--- src/hw/rtl/jce_pkg.sv ---
// Shared types and constants for the joint cubic ease transition block.
// No dependencies; imported by jce_lane, jce_prog and the top level.
package jce_pkg;

    // configuration register indexes
    localparam int CFG_INDEX_W = 3;
    localparam logic [CFG_INDEX_W-1:0] REG_STEPS       = 3'd0;
    localparam logic [CFG_INDEX_W-1:0] REG_TARGET_COXA  = 3'd1;
    localparam logic [CFG_INDEX_W-1:0] REG_TARGET_FEMUR = 3'd2;
    localparam logic [CFG_INDEX_W-1:0] REG_TARGET_TIBIA = 3'd3;
    localparam logic [CFG_INDEX_W-1:0] REG_TOLERANCE    = 3'd4;

    // input opcodes
    localparam logic OP_ARM  = 1'b0;
    localparam logic OP_TICK = 1'b1;

    // progress field
    localparam int PROG_W = 7;
    localparam logic [PROG_W-1:0] PROG_ZERO = 7'd0;
    localparam logic [PROG_W-1:0] PROG_MIN  = 7'd1;
    localparam logic [PROG_W-1:0] PROG_FULL = 7'd100;
    localparam int PROG_SCALE = 200;
    localparam int PROG_CNT_W = 3;

    localparam int TOL_RESET = 82;

    // control from the sequencer to the serial dividers
    typedef struct packed {
        logic start;
        logic step;
    } lane_ctl_t;

endpackage

--- src/hw/rtl/jce_lane.sv ---
// One joint lane: origin + round(d * w / den) by a radix-2 serial divider.
// The multiply by w is folded into the division, one bit of |d| per cycle.
// Depends on jce_pkg.
module jce_lane #(
    parameter int AW = 16,
    parameter int CW = 12
) (
    input  logic                    clk,
    input  jce_pkg::lane_ctl_t      ctl,
    input  logic signed [AW-1:0]    target,
    input  logic signed [AW-1:0]    origin,
    input  logic [3*CW-1:0]         w,
    input  logic [3*CW-1:0]         den,
    output logic signed [AW-1:0]    angle
);
    import jce_pkg::*;

    localparam int DW = 3 * CW;

    logic [AW-1:0] mag_reg;
    logic          neg_reg;
    logic [DW-1:0] rem_reg;
    logic [AW-1:0] quo_reg;

    logic [AW:0]   diff;
    logic [DW+1:0] acc;
    logic [DW+1:0] den1;
    logic [DW+1:0] den2;
    logic [DW-1:0] rem_next;
    logic [1:0]    digit;
    logic          rnd;
    logic [AW:0]   qr;
    logic [AW:0]   sq;

    assign diff = {target[AW-1], target} - {origin[AW-1], origin};

    // rem < den and w <= den keep acc below 3*den, so the digit is 0, 1 or 2
    always_comb
    begin
        den1 = (DW+2)'(den);
        den2 = {1'b0, den, 1'b0};
        acc  = {1'b0, rem_reg, 1'b0} + (mag_reg[AW-1] ? (DW+2)'(w) : '0);
        if (acc >= den2)
        begin
            digit    = 2'd2;
            rem_next = DW'(acc - den2);
        end
        else if (acc >= den1)
        begin
            digit    = 2'd1;
            rem_next = DW'(acc - den1);
        end
        else
        begin
            digit    = 2'd0;
            rem_next = DW'(acc);
        end
    end

    always_ff @(posedge clk)
    begin
        if (ctl.start)
        begin
            neg_reg <= diff[AW];
            mag_reg <= diff[AW] ? AW'(-diff) : AW'(diff);
            rem_reg <= '0;
            quo_reg <= '0;
        end
        else if (ctl.step)
        begin
            mag_reg <= mag_reg << 1;
            rem_reg <= rem_next;
            quo_reg <= (quo_reg << 1) + AW'(digit);
        end
    end

    // round half away from zero on the magnitude
    assign rnd   = ({rem_reg, 1'b0} >= {1'b0, den});
    assign qr    = (AW+1)'(quo_reg) + (AW+1)'(rnd);
    assign sq    = neg_reg ? -qr : qr;
    assign angle = AW'({origin[AW-1], origin} + sq);

endmodule

--- src/hw/rtl/jce_prog.sv ---
// Progress divider: floor(num / den) over PROG_W restoring steps.
// Depends on jce_pkg.
module jce_prog #(
    parameter int CW = 12
) (
    input  logic                        clk,
    input  logic                        rst_n,
    input  jce_pkg::lane_ctl_t          ctl,
    input  logic [CW+8:0]               num,
    input  logic [CW:0]                 den,
    output logic [jce_pkg::PROG_W-1:0]  quo
);
    import jce_pkg::*;

    localparam int NW = CW + 9;

    logic [NW-1:0]         rem_reg;
    logic [PROG_W-1:0]     nb_reg;
    logic [PROG_W-1:0]     quo_reg;
    logic [PROG_CNT_W-1:0] cnt_reg;
    logic [NW:0]           trial;
    logic                  fits;

    assign trial = {rem_reg, nb_reg[PROG_W-1]};
    assign fits  = (trial >= (NW+1)'(den));
    assign quo   = quo_reg;

    // quotient only matters up to 100, so PROG_W bits cover it
    always_ff @(posedge clk or negedge rst_n)
    begin
        if (!rst_n)
        begin
            rem_reg <= '0;
            nb_reg  <= '0;
            quo_reg <= '0;
            cnt_reg <= '0;
        end
        else if (ctl.start)
        begin
            rem_reg <= num >> PROG_W;
            nb_reg  <= num[PROG_W-1:0];
            quo_reg <= '0;
            cnt_reg <= '0;
        end
        else if (ctl.step && (cnt_reg != PROG_CNT_W'(PROG_W)))
        begin
            rem_reg <= fits ? NW'(trial - (NW+1)'(den)) : NW'(trial);
            quo_reg <= {quo_reg[PROG_W-2:0], fits};
            nb_reg  <= nb_reg << 1;
            cnt_reg <= cnt_reg + 1'b1;
        end
    end

endmodule

--- src/hw/rtl/joint_cubic_ease_transition.sv ---
// Top level: cubic ease-in-out of three joint angles toward configured targets.
// Depends on jce_pkg, jce_lane (one per joint) and jce_prog.
//
//   channel  | dir | handshake           | payload
//   ---------+-----+---------------------+------------------------------------------
//   cfg      | in  | cfg_valid/cfg_ready | cfg_index, cfg_data
//   in       | in  | in_valid/in_stall   | opcode, current_coxa/femur/tibia
//   out      | out | out_valid/out_stall | progress, angles_valid, out_coxa/femur/tibia
//
// Arm beats, idle ticks and at-target ticks go from idle straight to the output
// state. A moving tick passes three multiply stages, then the three joint lanes
// retire one bit of |target - origin| per cycle.
// One beat is in flight at a time; the next is taken once the result sits in the
// output register, which may itself be held by out_stall.
// Reset returns control, config and output registers to idle, steps 1 and tolerance 82.
module joint_cubic_ease_transition #(
    parameter int ANGLE_WIDTH = 16,
    parameter int COUNT_WIDTH = 12
) (
    input  logic                                   clk,
    input  logic                                   rst_n,
    input  logic                                   cfg_valid,
    output logic                                   cfg_ready,
    input  logic [jce_pkg::CFG_INDEX_W-1:0]        cfg_index,
    input  logic [((ANGLE_WIDTH > COUNT_WIDTH) ? ANGLE_WIDTH : COUNT_WIDTH)-1:0] cfg_data,
    input  logic                                   in_valid,
    output logic                                   in_stall,
    input  logic                                   opcode,
    input  logic signed [ANGLE_WIDTH-1:0]          current_coxa,
    input  logic signed [ANGLE_WIDTH-1:0]          current_femur,
    input  logic signed [ANGLE_WIDTH-1:0]          current_tibia,
    output logic                                   out_valid,
    input  logic                                   out_stall,
    output logic [jce_pkg::PROG_W-1:0]             progress,
    output logic                                   angles_valid,
    output logic signed [ANGLE_WIDTH-1:0]          out_coxa,
    output logic signed [ANGLE_WIDTH-1:0]          out_femur,
    output logic signed [ANGLE_WIDTH-1:0]          out_tibia
);
    import jce_pkg::*;

    localparam int AW  = ANGLE_WIDTH;
    localparam int CW  = COUNT_WIDTH;
    localparam int DW  = 3 * CW;
    localparam int KW  = CW + 2;
    localparam int PNW = CW + 9;
    localparam int PDW = CW + 1;
    localparam int DCW = $clog2(AW);

    typedef enum logic [2:0] {
        ST_IDLE,
        ST_MUL1,
        ST_MUL2,
        ST_MUL3,
        ST_DIV,
        ST_OUT
    } state_t;

    state_t               state_reg;
    logic                 pending_reg;
    logic                 awaiting_reg;
    logic [CW-1:0]        tick_reg;
    logic signed [AW-1:0] origin_reg [3];
    logic signed [AW-1:0] target_reg [3];
    logic [CW-1:0]        steps_reg;
    logic [AW-2:0]        tol_reg;
    logic                 lanes_reg;
    logic                 last_reg;
    logic [PROG_W-1:0]    imm_prog_reg;
    logic [DCW-1:0]       dcnt_reg;

    logic                 out_valid_reg;
    logic [PROG_W-1:0]    progress_reg;
    logic                 angles_valid_reg;
    logic signed [AW-1:0] out_ang_reg [3];

    // arithmetic pipeline, no reset
    logic [CW-1:0]        n_reg;
    logic [CW-1:0]        c_reg;
    logic [2*CW-1:0]      csq_reg;
    logic [2*CW-1:0]      nsq_reg;
    logic [KW-1:0]        k_reg;
    logic [PNW-1:0]       pnum_reg;
    logic [PDW-1:0]       pden_reg;
    logic [CW+KW-1:0]     wlo_reg;
    logic [CW+KW-1:0]     whi_reg;
    logic [2*CW-1:0]      dlo_reg;
    logic [2*CW-1:0]      dhi_reg;
    logic [DW-1:0]        w_reg;
    logic [DW-1:0]        den_reg;

    logic signed [AW-1:0] cur [3];
    logic signed [AW-1:0] lane_ang [3];
    logic [2:0]           near;
    logic                 in_acc;
    logic                 out_take;
    logic                 out_load;
    logic [CW-1:0]        n_eff;
    logic [CW-1:0]        tc_new;
    logic [CW-1:0]        c_new;
    logic [PROG_W-1:0]    prog_q;
    logic [PROG_W-1:0]    prog_fin;
    logic [DW+1:0]        wsum;
    logic [DW-1:0]        dsum;
    lane_ctl_t            ctl;

    assign cur[0] = current_coxa;
    assign cur[1] = current_femur;
    assign cur[2] = current_tibia;

    assign cfg_ready = 1'b1;
    assign in_stall  = (state_reg != ST_IDLE);
    assign in_acc    = in_valid && !in_stall;
    assign out_take  = out_valid_reg && !out_stall;
    assign out_load  = (state_reg == ST_OUT) && (!out_valid_reg || !out_stall);

    assign out_valid    = out_valid_reg;
    assign progress     = progress_reg;
    assign angles_valid = angles_valid_reg;
    assign out_coxa     = out_ang_reg[0];
    assign out_femur    = out_ang_reg[1];
    assign out_tibia    = out_ang_reg[2];

    always_comb
    begin
        logic [AW:0] d;
        logic [AW:0] m;
        for (int j = 0; j < 3; j++)
        begin
            d       = {target_reg[j][AW-1], target_reg[j]} - {cur[j][AW-1], cur[j]};
            m       = d[AW] ? -d : d;
            near[j] = (m < (AW+1)'(tol_reg));
        end
    end

    assign n_eff  = (steps_reg == '0) ? CW'(1) : steps_reg;
    assign tc_new = (awaiting_reg ? '0 : tick_reg) + CW'(1);
    assign c_new  = (tc_new > n_eff) ? n_eff : tc_new;

    assign wsum = {whi_reg, {CW{1'b0}}} + (DW+2)'(wlo_reg);
    assign dsum = {dhi_reg, {CW{1'b0}}} + DW'(dlo_reg);

    assign ctl.start = (state_reg == ST_MUL3);
    assign ctl.step  = (state_reg == ST_DIV);

    // merge: progress clamp and final-tick override
    always_comb
    begin
        if (last_reg)
            prog_fin = PROG_FULL;
        else if (prog_q < PROG_MIN)
            prog_fin = PROG_MIN;
        else if (prog_q > PROG_FULL)
            prog_fin = PROG_FULL;
        else
            prog_fin = prog_q;
    end

    for (genvar g = 0; g < 3; g++)
    begin : g_lane
        jce_lane #(
            .AW (AW),
            .CW (CW)
        ) u_lane (
            .clk    (clk),
            .ctl    (ctl),
            .target (target_reg[g]),
            .origin (origin_reg[g]),
            .w      (w_reg),
            .den    (den_reg),
            .angle  (lane_ang[g])
        );
    end

    jce_prog #(
        .CW (CW)
    ) u_prog (
        .clk   (clk),
        .rst_n (rst_n),
        .ctl   (ctl),
        .num   (pnum_reg),
        .den   (pden_reg),
        .quo   (prog_q)
    );

    always_ff @(posedge clk)
    begin
        if (state_reg == ST_IDLE && in_acc)
        begin
            n_reg <= n_eff;
            c_reg <= c_new;
        end
        if (state_reg == ST_MUL1)
        begin
            csq_reg  <= (2*CW)'(c_reg) * (2*CW)'(c_reg);
            nsq_reg  <= (2*CW)'(n_reg) * (2*CW)'(n_reg);
            k_reg    <= KW'(n_reg) + KW'({n_reg, 1'b0}) - KW'({c_reg, 1'b0});
            pnum_reg <= PNW'(tick_reg - CW'(1)) * PNW'(PROG_SCALE) + PNW'(n_reg);
            pden_reg <= {n_reg, 1'b0};
        end
        if (state_reg == ST_MUL2)
        begin
            wlo_reg <= (CW+KW)'(csq_reg[CW-1:0]) * (CW+KW)'(k_reg);
            whi_reg <= (CW+KW)'(csq_reg[2*CW-1:CW]) * (CW+KW)'(k_reg);
            dlo_reg <= (2*CW)'(nsq_reg[CW-1:0]) * (2*CW)'(n_reg);
            dhi_reg <= (2*CW)'(nsq_reg[2*CW-1:CW]) * (2*CW)'(n_reg);
        end
        if (state_reg == ST_MUL3)
        begin
            // both sums stay at or below n^3
            w_reg   <= DW'(wsum);
            den_reg <= dsum;
        end
    end

    always_ff @(posedge clk or negedge rst_n)
    begin
        if (!rst_n)
        begin
            state_reg        <= ST_IDLE;
            pending_reg      <= 1'b0;
            awaiting_reg     <= 1'b1;
            tick_reg         <= '0;
            steps_reg        <= CW'(1);
            tol_reg          <= (AW-1)'(TOL_RESET);
            lanes_reg        <= 1'b0;
            last_reg         <= 1'b0;
            imm_prog_reg     <= '0;
            dcnt_reg         <= '0;
            out_valid_reg    <= 1'b0;
            progress_reg     <= '0;
            angles_valid_reg <= 1'b0;
            for (int j = 0; j < 3; j++)
            begin
                origin_reg[j]  <= '0;
                target_reg[j]  <= '0;
                out_ang_reg[j] <= '0;
            end
        end
        else
        begin
            if (cfg_valid && cfg_ready)
            begin
                case (cfg_index)
                    REG_STEPS:        steps_reg     <= cfg_data[CW-1:0];
                    REG_TARGET_COXA:  target_reg[0] <= cfg_data[AW-1:0];
                    REG_TARGET_FEMUR: target_reg[1] <= cfg_data[AW-1:0];
                    REG_TARGET_TIBIA: target_reg[2] <= cfg_data[AW-1:0];
                    REG_TOLERANCE:    tol_reg       <= cfg_data[AW-2:0];
                    default: ;
                endcase
            end

            if (out_load)
                out_valid_reg <= 1'b1;
            else if (out_take)
                out_valid_reg <= 1'b0;

            case (state_reg)
                ST_IDLE:
                begin
                    if (in_acc)
                    begin
                        if (opcode == OP_ARM)
                        begin
                            pending_reg  <= 1'b1;
                            awaiting_reg <= 1'b1;
                            lanes_reg    <= 1'b0;
                            imm_prog_reg <= PROG_ZERO;
                            state_reg    <= ST_OUT;
                        end
                        else if (!pending_reg)
                        begin
                            lanes_reg    <= 1'b0;
                            imm_prog_reg <= PROG_FULL;
                            state_reg    <= ST_OUT;
                        end
                        else if (awaiting_reg && (&near))
                        begin
                            for (int j = 0; j < 3; j++)
                                origin_reg[j] <= cur[j];
                            pending_reg  <= 1'b0;
                            lanes_reg    <= 1'b0;
                            imm_prog_reg <= PROG_FULL;
                            state_reg    <= ST_OUT;
                        end
                        else
                        begin
                            if (awaiting_reg)
                            begin
                                for (int j = 0; j < 3; j++)
                                    origin_reg[j] <= cur[j];
                            end
                            tick_reg  <= tc_new;
                            last_reg  <= (tc_new >= n_eff);
                            lanes_reg <= 1'b1;
                            if (tc_new >= n_eff)
                            begin
                                pending_reg  <= 1'b0;
                                awaiting_reg <= 1'b1;
                            end
                            else
                                awaiting_reg <= 1'b0;
                            state_reg <= ST_MUL1;
                        end
                    end
                end
                ST_MUL1: state_reg <= ST_MUL2;
                ST_MUL2: state_reg <= ST_MUL3;
                ST_MUL3:
                begin
                    dcnt_reg  <= '0;
                    state_reg <= ST_DIV;
                end
                ST_DIV:
                begin
                    dcnt_reg <= dcnt_reg + 1'b1;
                    if (dcnt_reg == DCW'(AW - 1))
                        state_reg <= ST_OUT;
                end
                ST_OUT:
                begin
                    if (out_load)
                    begin
                        progress_reg     <= lanes_reg ? prog_fin : imm_prog_reg;
                        angles_valid_reg <= lanes_reg;
                        for (int j = 0; j < 3; j++)
                            out_ang_reg[j] <= lanes_reg ? lane_ang[j] : '0;
                        state_reg <= ST_IDLE;
                    end
                end
                default: state_reg <= ST_IDLE;
            endcase
        end
    end

    // no transition running means the next one must latch its origin
    a_idle_needs_origin: assert property (@(posedge clk) disable iff (!rst_n)
        !pending_reg |-> awaiting_reg)
        else $error("transition idle without first-tick flag");

    // arm beats never enter the arithmetic path
    a_arm_direct: assert property (@(posedge clk) disable iff (!rst_n)
        (in_acc && opcode == OP_ARM) |=> (state_reg == ST_OUT))
        else $error("arm beat did not go straight to output");

    a_prog_range: assert property (@(posedge clk) disable iff (!rst_n)
        (out_valid && angles_valid) |-> (progress >= PROG_MIN && progress <= PROG_FULL))
        else $error("progress out of range on an angle result");

    a_quiet_angles: assert property (@(posedge clk) disable iff (!rst_n)
        (out_valid && !angles_valid) |->
            (out_coxa == '0 && out_femur == '0 && out_tibia == '0))
        else $error("angles nonzero on a result without angles");

endmodule

--- config.mk ---
export PLATFORM = sky130hd
export DESIGN_NAME = joint_cubic_ease_transition
export DESIGN_NICKNAME = d
export VERILOG_FILES = /design/src/hw/rtl/jce_pkg.sv /design/src/hw/rtl/jce_lane.sv /design/src/hw/rtl/jce_prog.sv /design/src/hw/rtl/joint_cubic_ease_transition.sv
export SDC_FILE = /design/constraint.sdc
export NUM_CORES = 2
export LEC_CHECK = 0
export CORE_ASPECT_RATIO = 0.5
export CORE_MARGIN = 5
export CORE_UTILIZATION = 55
export CTS_CLUSTER_DIAMETER = 50
export DETAILED_ROUTE_END_ITERATION = 10
export DONT_BUFFER_PORTS = 1
export PLACE_DENSITY = 0.83
export SLEW_MARGIN = 5
export SYNTH_ARGS = -nofsm -noshare
export SYNTH_HDL_FRONTEND = slang
export SYNTH_SLANG_ARGS = --single-unit
--- constraint.sdc ---
create_clock -name clk -period 8.2 [get_ports clk]
set_input_delay 1.23 -clock clk [delete_from_list [all_inputs] [get_ports clk]]
set_output_delay 1.23 -clock clk [all_outputs]
set_load 0.1 [all_outputs]
; Word level (Yosys, flattened, before mapping)
; Cells that the tools add are included.
[totals]
reg_bits = 744
latchBits = 0
mem_bits_rw = 0
romBits = 0
input_bits = 73
out_inout_bits = 59
wordCells = 242
memories = 0
[op_classes]
n_addsub = 43
multipliers = 7
div_mod_pow = 0
n_lt_le_gt_ge = 17
eq_ne = 17
shift = 0
mux = 75
bitwise = 1
reduce_logical = 31
[ops]
columns = cell, count
row1 = 36-bit two-way mux, 9
row2 = 16-bit two-way mux, 15
row3 = 36-bit subtractor, 6
row4 = 37-bit by 36-bit adder with 38-bit output, 3
row5 = 38-bit by 36-bit greater-or-equal comparator with 1-bit output, 3
row6 = 38-bit by 37-bit greater-or-equal comparator with 1-bit output, 3
row7 = 37-bit by 36-bit greater-or-equal comparator with 1-bit output, 3
row8 = 16-bit by 16-bit subtractor with 17-bit output, 6
row9 = 12-bit by 12-bit multiplier with 24-bit output, 4
row10 = 48-bit two-way mux, 2
row11 = 16-bit negation, 6
row12 = 7-bit two-way mux, 11
row13 = 21-bit two-way mux, 3
row14 = 17-bit by 15-bit < comparator with 1-bit output, 3
row15 = 17-bit two-way mux, 3
row16 = 17-bit negation, 3
row17 = 16-bit by 1-bit adder with 16-bit output, 3
row18 = 16-bit adder, 3
row19 = 16-bit by 2-bit adder with 16-bit output, 3
row20 = 36-bit by 24-bit adder with 36-bit output, 1
row21 = 36-bit by 26-bit adder with 36-bit output, 1
row22 = 12-bit two-way mux, 3
row23 = 12-bit by 14-bit multiplier with 26-bit output, 1
row24 = 12-bit by 14-bit multiplier with 24-bit output, 1
row25 = 39 further kinds, 92

; Longest topological paths before layout
[logic_depth]
depth_word = 11
ltp_mapped = 34
ltp_nobuf = 34

; Modules after synthesis
; A second synthesis with hierarchy kept.
[hier_totals]
hier_cells = 10391
area_unflattened_um2 = 90594.4
[by_module_without_submodules]
columns = mod, instances, cells_per_inst, area_each_um2, seq_area_each_um2
row1 = joint_cubic_ease_transition, 1, 5287, 51599.5, 13579.3
row2 = jce_lane (g_lane[0].u_lane), 1, 1616, 12269.3, 1551.5
row3 = jce_lane (g_lane[1].u_lane), 1, 1600, 12114.1, 1551.5
row4 = jce_lane (g_lane[2].u_lane), 1, 1582, 11928.9, 1551.5
row5 = jce_prog, 1, 306, 2682.6, 950.9

; Least setup slack after synthesis
; OpenSTA, ideal clock, no wires.
[synth_timing]
kind = flip-flop to flip-flop
from = reg state_reg[0]
to = reg state_reg[1]
setup_ps = 105
t_arrival_ps = 7683
required_time_ps = 8095
setup_slack_ps = 412
path_stages_with_launch = 4
path_buffers = 1
synth_period_minus_slack_ps = 7788
path_cell_list = dfrtp_1 -> clkbuf_1 -> nor3b_1 -> or2_2
[synth_between]
elab_chain_cells = 5
elab_cells_between_ends = 15
cone_classes = eq/ne (8) / mux (1) / reduce/logical (6)
[synth_rtl]
columns = item, line
row1 = from (decl), joint_cubic_ease_transition.sv:59  ; state_t state_reg;
row2 = from (signal assigned), joint_cubic_ease_transition.sv:220  ; state_reg <= ST_IDLE;
row3 = from (signal assigned), joint_cubic_ease_transition.sv:270  ; state_reg <= ST_OUT;
row4 = from (signal assigned), joint_cubic_ease_transition.sv:276  ; state_reg <= ST_OUT;
row5 = 3-bit nonzero test, joint_cubic_ease_transition.sv:112  ; assign in_stall = (state_reg != ST_IDLE);
row6 = 1-bit zero test, joint_cubic_ease_transition.sv:113  ; assign in_acc = in_valid && !in_stall;
row7 = 1-bit logical AND, joint_cubic_ease_transition.sv:113
row8 = 2-bit inequality test (no source line), --
row9 = 3-bit AND reduction (no source line), --
; Several ways; a longest one is shown, not always the timed one.
; A chain may end at the register's enable or synchronous reset.

; Final worst setup path
[layout_timing]
from = reg g_lane[0].u_lane.mag_reg[15]
to = reg g_lane[0].u_lane.quo_reg[15]
[layout_between]
elab_chain_cells = 6
elab_cells_between_ends = 7
cone_classes = add/sub (2) / order compare (2) / mux (3)
[layout_rtl]
columns = item, line
row1 = from (decl), jce_lane.sv:20  ; logic [AW-1:0] mag_reg;
row2 = from (signal assigned), jce_lane.sv:65  ; mag_reg <= diff[AW] ? AW'(-diff) : AW'(diff);
row3 = from (signal assigned), jce_lane.sv:71  ; mag_reg <= mag_reg << 1;
row4 = 36-bit two-way mux *, jce_lane.sv:42  ; acc = {1'b0, rem_reg, 1'b0} + (mag_reg[AW-1] ? (DW+2)'(w) : '0);
row5 = 37-bit by 36-bit adder with 38-bit output *, jce_lane.sv:42
row6 = 38-bit by 36-bit greater-or-equal comparator with 1-bit output, jce_lane.sv:48  ; else if (acc >= den1)
row7 = 1-bit two-way mux, jce_lane.sv:48
row8 = 2-bit two-way mux *, jce_lane.sv:43  ; if (acc >= den2)
row9 = 16-bit by 2-bit adder with 16-bit output *, jce_lane.sv:73  ; quo_reg <= (quo_reg << 1) + AW'(digit);
row10 = to (signal assigned), jce_lane.sv:73
row11 = to (decl), jce_lane.sv:23  ; logic [AW-1:0] quo_reg;
; Mark *: on every way between the ends. The rest lies on a longest branch, timed or not.

==> impl_results.md <==
- Kind of critical path: reg2reg
- Critical path data arrival time: 8380 ps
- FMAX: 128 MHz
- Sequential area share after synthesis: 21.8%
- Critical Path RT: 8790 ps
- Overflow after GRT: 0
- Max clock buf depth: 3
- Period Utilization, post-route: 95.1%
- Hold Crit Class: in2async
- DIE WIDTH: 576 um
- Sink Count: 731
- Initial antenna violation count: 30
- Total GRT Usage: 29.8%
- Slew margin rel.: 15.3%
- Number of buffers created by CTS: 86
- Avg WL per Cell: 21.1 um
- Yosys reg bits: 731
- Vias in the first global route: 72500
- Share of flip-flops with an asynchronous set or reset: 33.1%
- Ys Warns: 0
- Root cell of the clock tree: clkbuf_16
- Core Area: 0.158 mm^2
- CTS tree: yes
- DRC viols: 0
- Critical Path Start Type: register
- Top_reg_cell synth: edfxtp_1
- Hold WS: 204 ps
- Initial DRC Count: 6852
- IO buf count: 0
- Clock slew at reported path FFs: 70 ps
- Total Wirelength: 255000 um
- Largest net degree at the start of global routing: 243
- Synth unique cells: 96
- Crit-path max cell delay: 470 ps
- Setup violators final: 0
- Die ar.: 0.168 mm^2
- Die height: 293 um
- Maximum fanout along the worst path: 35
- Setup_tns: 0 ps
- Global placement routability congestion: 1.02
- Number of synthesized flops with an enable pin: 333
- Vias: 73200
- Area grow syn2layout: 6.03%
- Clk_skew: 37.1 ps
- # IOs: 132
- Max-cap violations: 0
- Initial core utilization: 55.5%
- Final-stage net count: 11700
- Status: complete, no violations
- Share of cells above drive strength 1: 4.26%
- Unrepaired setup endpoints after global routing: false
- Avg Synthesized Cell Area: 8.76 um^2
- Min cycle time layout: 7800 ps
- Global-route wire length before repair: 400000 um
- First-pass DRT Iterations: 6
- Worst setup EP type: register
- Largest register FFs: 108
- DRT antenna net count: 0
- Mapped Area: 0.0880 mm^2
- Fin. Hold Viols: 0
- Measured slew at the worst slew-check pin: 1270 ps
- Post-synthesis cell count: 10000
- Rows: 103
- DP HPWL: 202000 um
- CP dominant cell by count: ha_1
- Clk Latency, worst-skew pair: 750 ps
- Pins Over Slew Limit: 0
- Slowest library cell on the worst path: a2111oi_0
- H-tree levels: 3
- DR vias/cell: 6.05
## cells by family after synthesis
logic type / after synthesis / synth area share [%]
XOR/XNOR: 807 / 8.04
buffers and inverters: 1459 / 6.29
AO/OA/AOI/OAI: 2212 / 15.9
adder cells (fa/ha/maj): 1736 / 30.0
multiplexers: 165 / 1.99
other: 2 / 0.00854
AND/OR/NAND/NOR: 2923 / 16.0
flip-flops: 731 / 21.8
## metal layers
layer	GRT usage, %	part of all wire [%]	vias to the layer above
met5	0	0.051	-
met4	15.9	6.2	18
met3	5.66	9.2	738
met2	47.6	44	3148
met1	38.7	40	35200
li1	-	-	34100
## timing repair
action | in CTS | in global routing
setup buffers | 0 | 1
resized for setup | 0 | 1
hold buffers | 0 | 0
endpoints found under the setup margin | 0 | 11
## area by class of cell
cell class	count	area, um^2
Fill cell	13100	65100
Clock buffer	102	2280
Multi-Input combinational cell	7850	63300
Clock inverter	60	728
Sequential cell	731	19200
Timing Repair Buffer	106	825
Inverter	1128	4240
Antenna cell	20	50.0
Tap cell	2100	2630
## synth_stat cells (97+ instances only)
cell      instances  area share (%)
a21o_1          270             2.3
a21oi_1         571             3.2
and2_1          429             3.1
clkbuf_1        307             1.3
dfrtp_1         237             6.7
dfxtp_1         156             3.6
edfxtp_1        333              11
fa_1            621              14
ha_1           1115              16
inv_1          1119             4.8
nand2_1        1056             4.5
nand3_1         198             1.1
nor2_1          548             2.3
nor2b_1         110            0.78
nor3_1          144            0.82
o21a_1           97            0.83
o21ai_0         601             3.4
xnor2_1         537             5.3
xor2_1          270             2.7
## worst paths after layout
kind / endpoint / slack [ps] / start / cells past startpoint
min in group clk: w_reg[10] / 420 / wlo_reg[10] / 0
max in group asynchronous: tick_reg[0] / 6970 / rst_n / 0
worst max register to register: g_lane[0].u_lane.quo_reg[15] / 400 / g_lane[0].u_lane.mag_reg[15] / 30
worst min register to register: w_reg[10] / 420 / wlo_reg[10] / 0
worst min-delay path: out_femur[8] / 200 / rst_n / 0
worst max-delay path: g_lane[0].u_lane.quo_reg[15] / 400 / g_lane[0].u_lane.mag_reg[15] / 30
## metrics by stage
| stage | std cells | area (um^2) | setup WS [ps] | utilization, % |
|---|---|---|---|---|
| after floorplan | 10000 | 88000 | 412 | - |
| after global placement | 11900 | 90200 | 520 | 56.9 |
| after detailed placement | 11900 | 90200 | 512 | 56.9 |
| after CTS | 12100 | 93200 | 488 | 58.8 |
| after global routing | 12100 | 93200 | 25.4 | 58.9 |
| final | 12100 | 93300 | 402 | 58.9 |
## layout by cell type (no fill, tap or decap), types with 34 or more instances in the layout
master | Yosys | routed
and2_1 | 429 | 427
nand2b_1 | 91 | 91
o21bai_1 | 59 | 59
and3_1 | 82 | 82
or3_1 | 45 | 45
nor2_1 | 548 | 545
inv_1 | 1119 | 1117
a211oi_1 | 59 | 59
nor2b_1 | 110 | 110
clkbuf_16 | 0 | 87
o21ai_0 | 601 | 601
a21o_1 | 270 | 270
a31oi_1 | 69 | 69
a22oi_1 | 65 | 65
a21boi_0 | 39 | 38
xnor2_1 | 537 | 537
ha_1 | 1115 | 1115
xor2_1 | 270 | 270
o21a_1 | 97 | 97
nand4_1 | 84 | 84
nand3_1 | 198 | 197
mux2i_1 | 87 | 86
mux2_2 | 75 | 75
o31ai_1 | 50 | 50
dfrtp_1 | 237 | 237
dfxtp_1 | 156 | 156
fa_1 | 621 | 621
nor3_1 | 144 | 143
or2_2 | 34 | 34
edfxtp_1 | 333 | 333
nand2_1 | 1056 | 1055
a21oi_1 | 571 | 571
buf_4 | 6 | 103
o211ai_1 | 46 | 46
## worst max-delay path: cells and delay by family (launching register included)
| family | cells | cell delay [ps] |
|---|---|---|
| xor gates and xnor gates | 2 | 430 |
| AOI/OAI and AO/OA | 12 | 3080 |
| and+or+nand+nor | 10 | 2250 |
| buffers and inverters | 2 | 400 |
| adders and majority gates | 4 | 1060 |
| DFF | 1 | 390 |
Power is left out: the tool's default activity adds up to more than one toggle a clock period on the data nets, which glitch-free logic cannot reach.
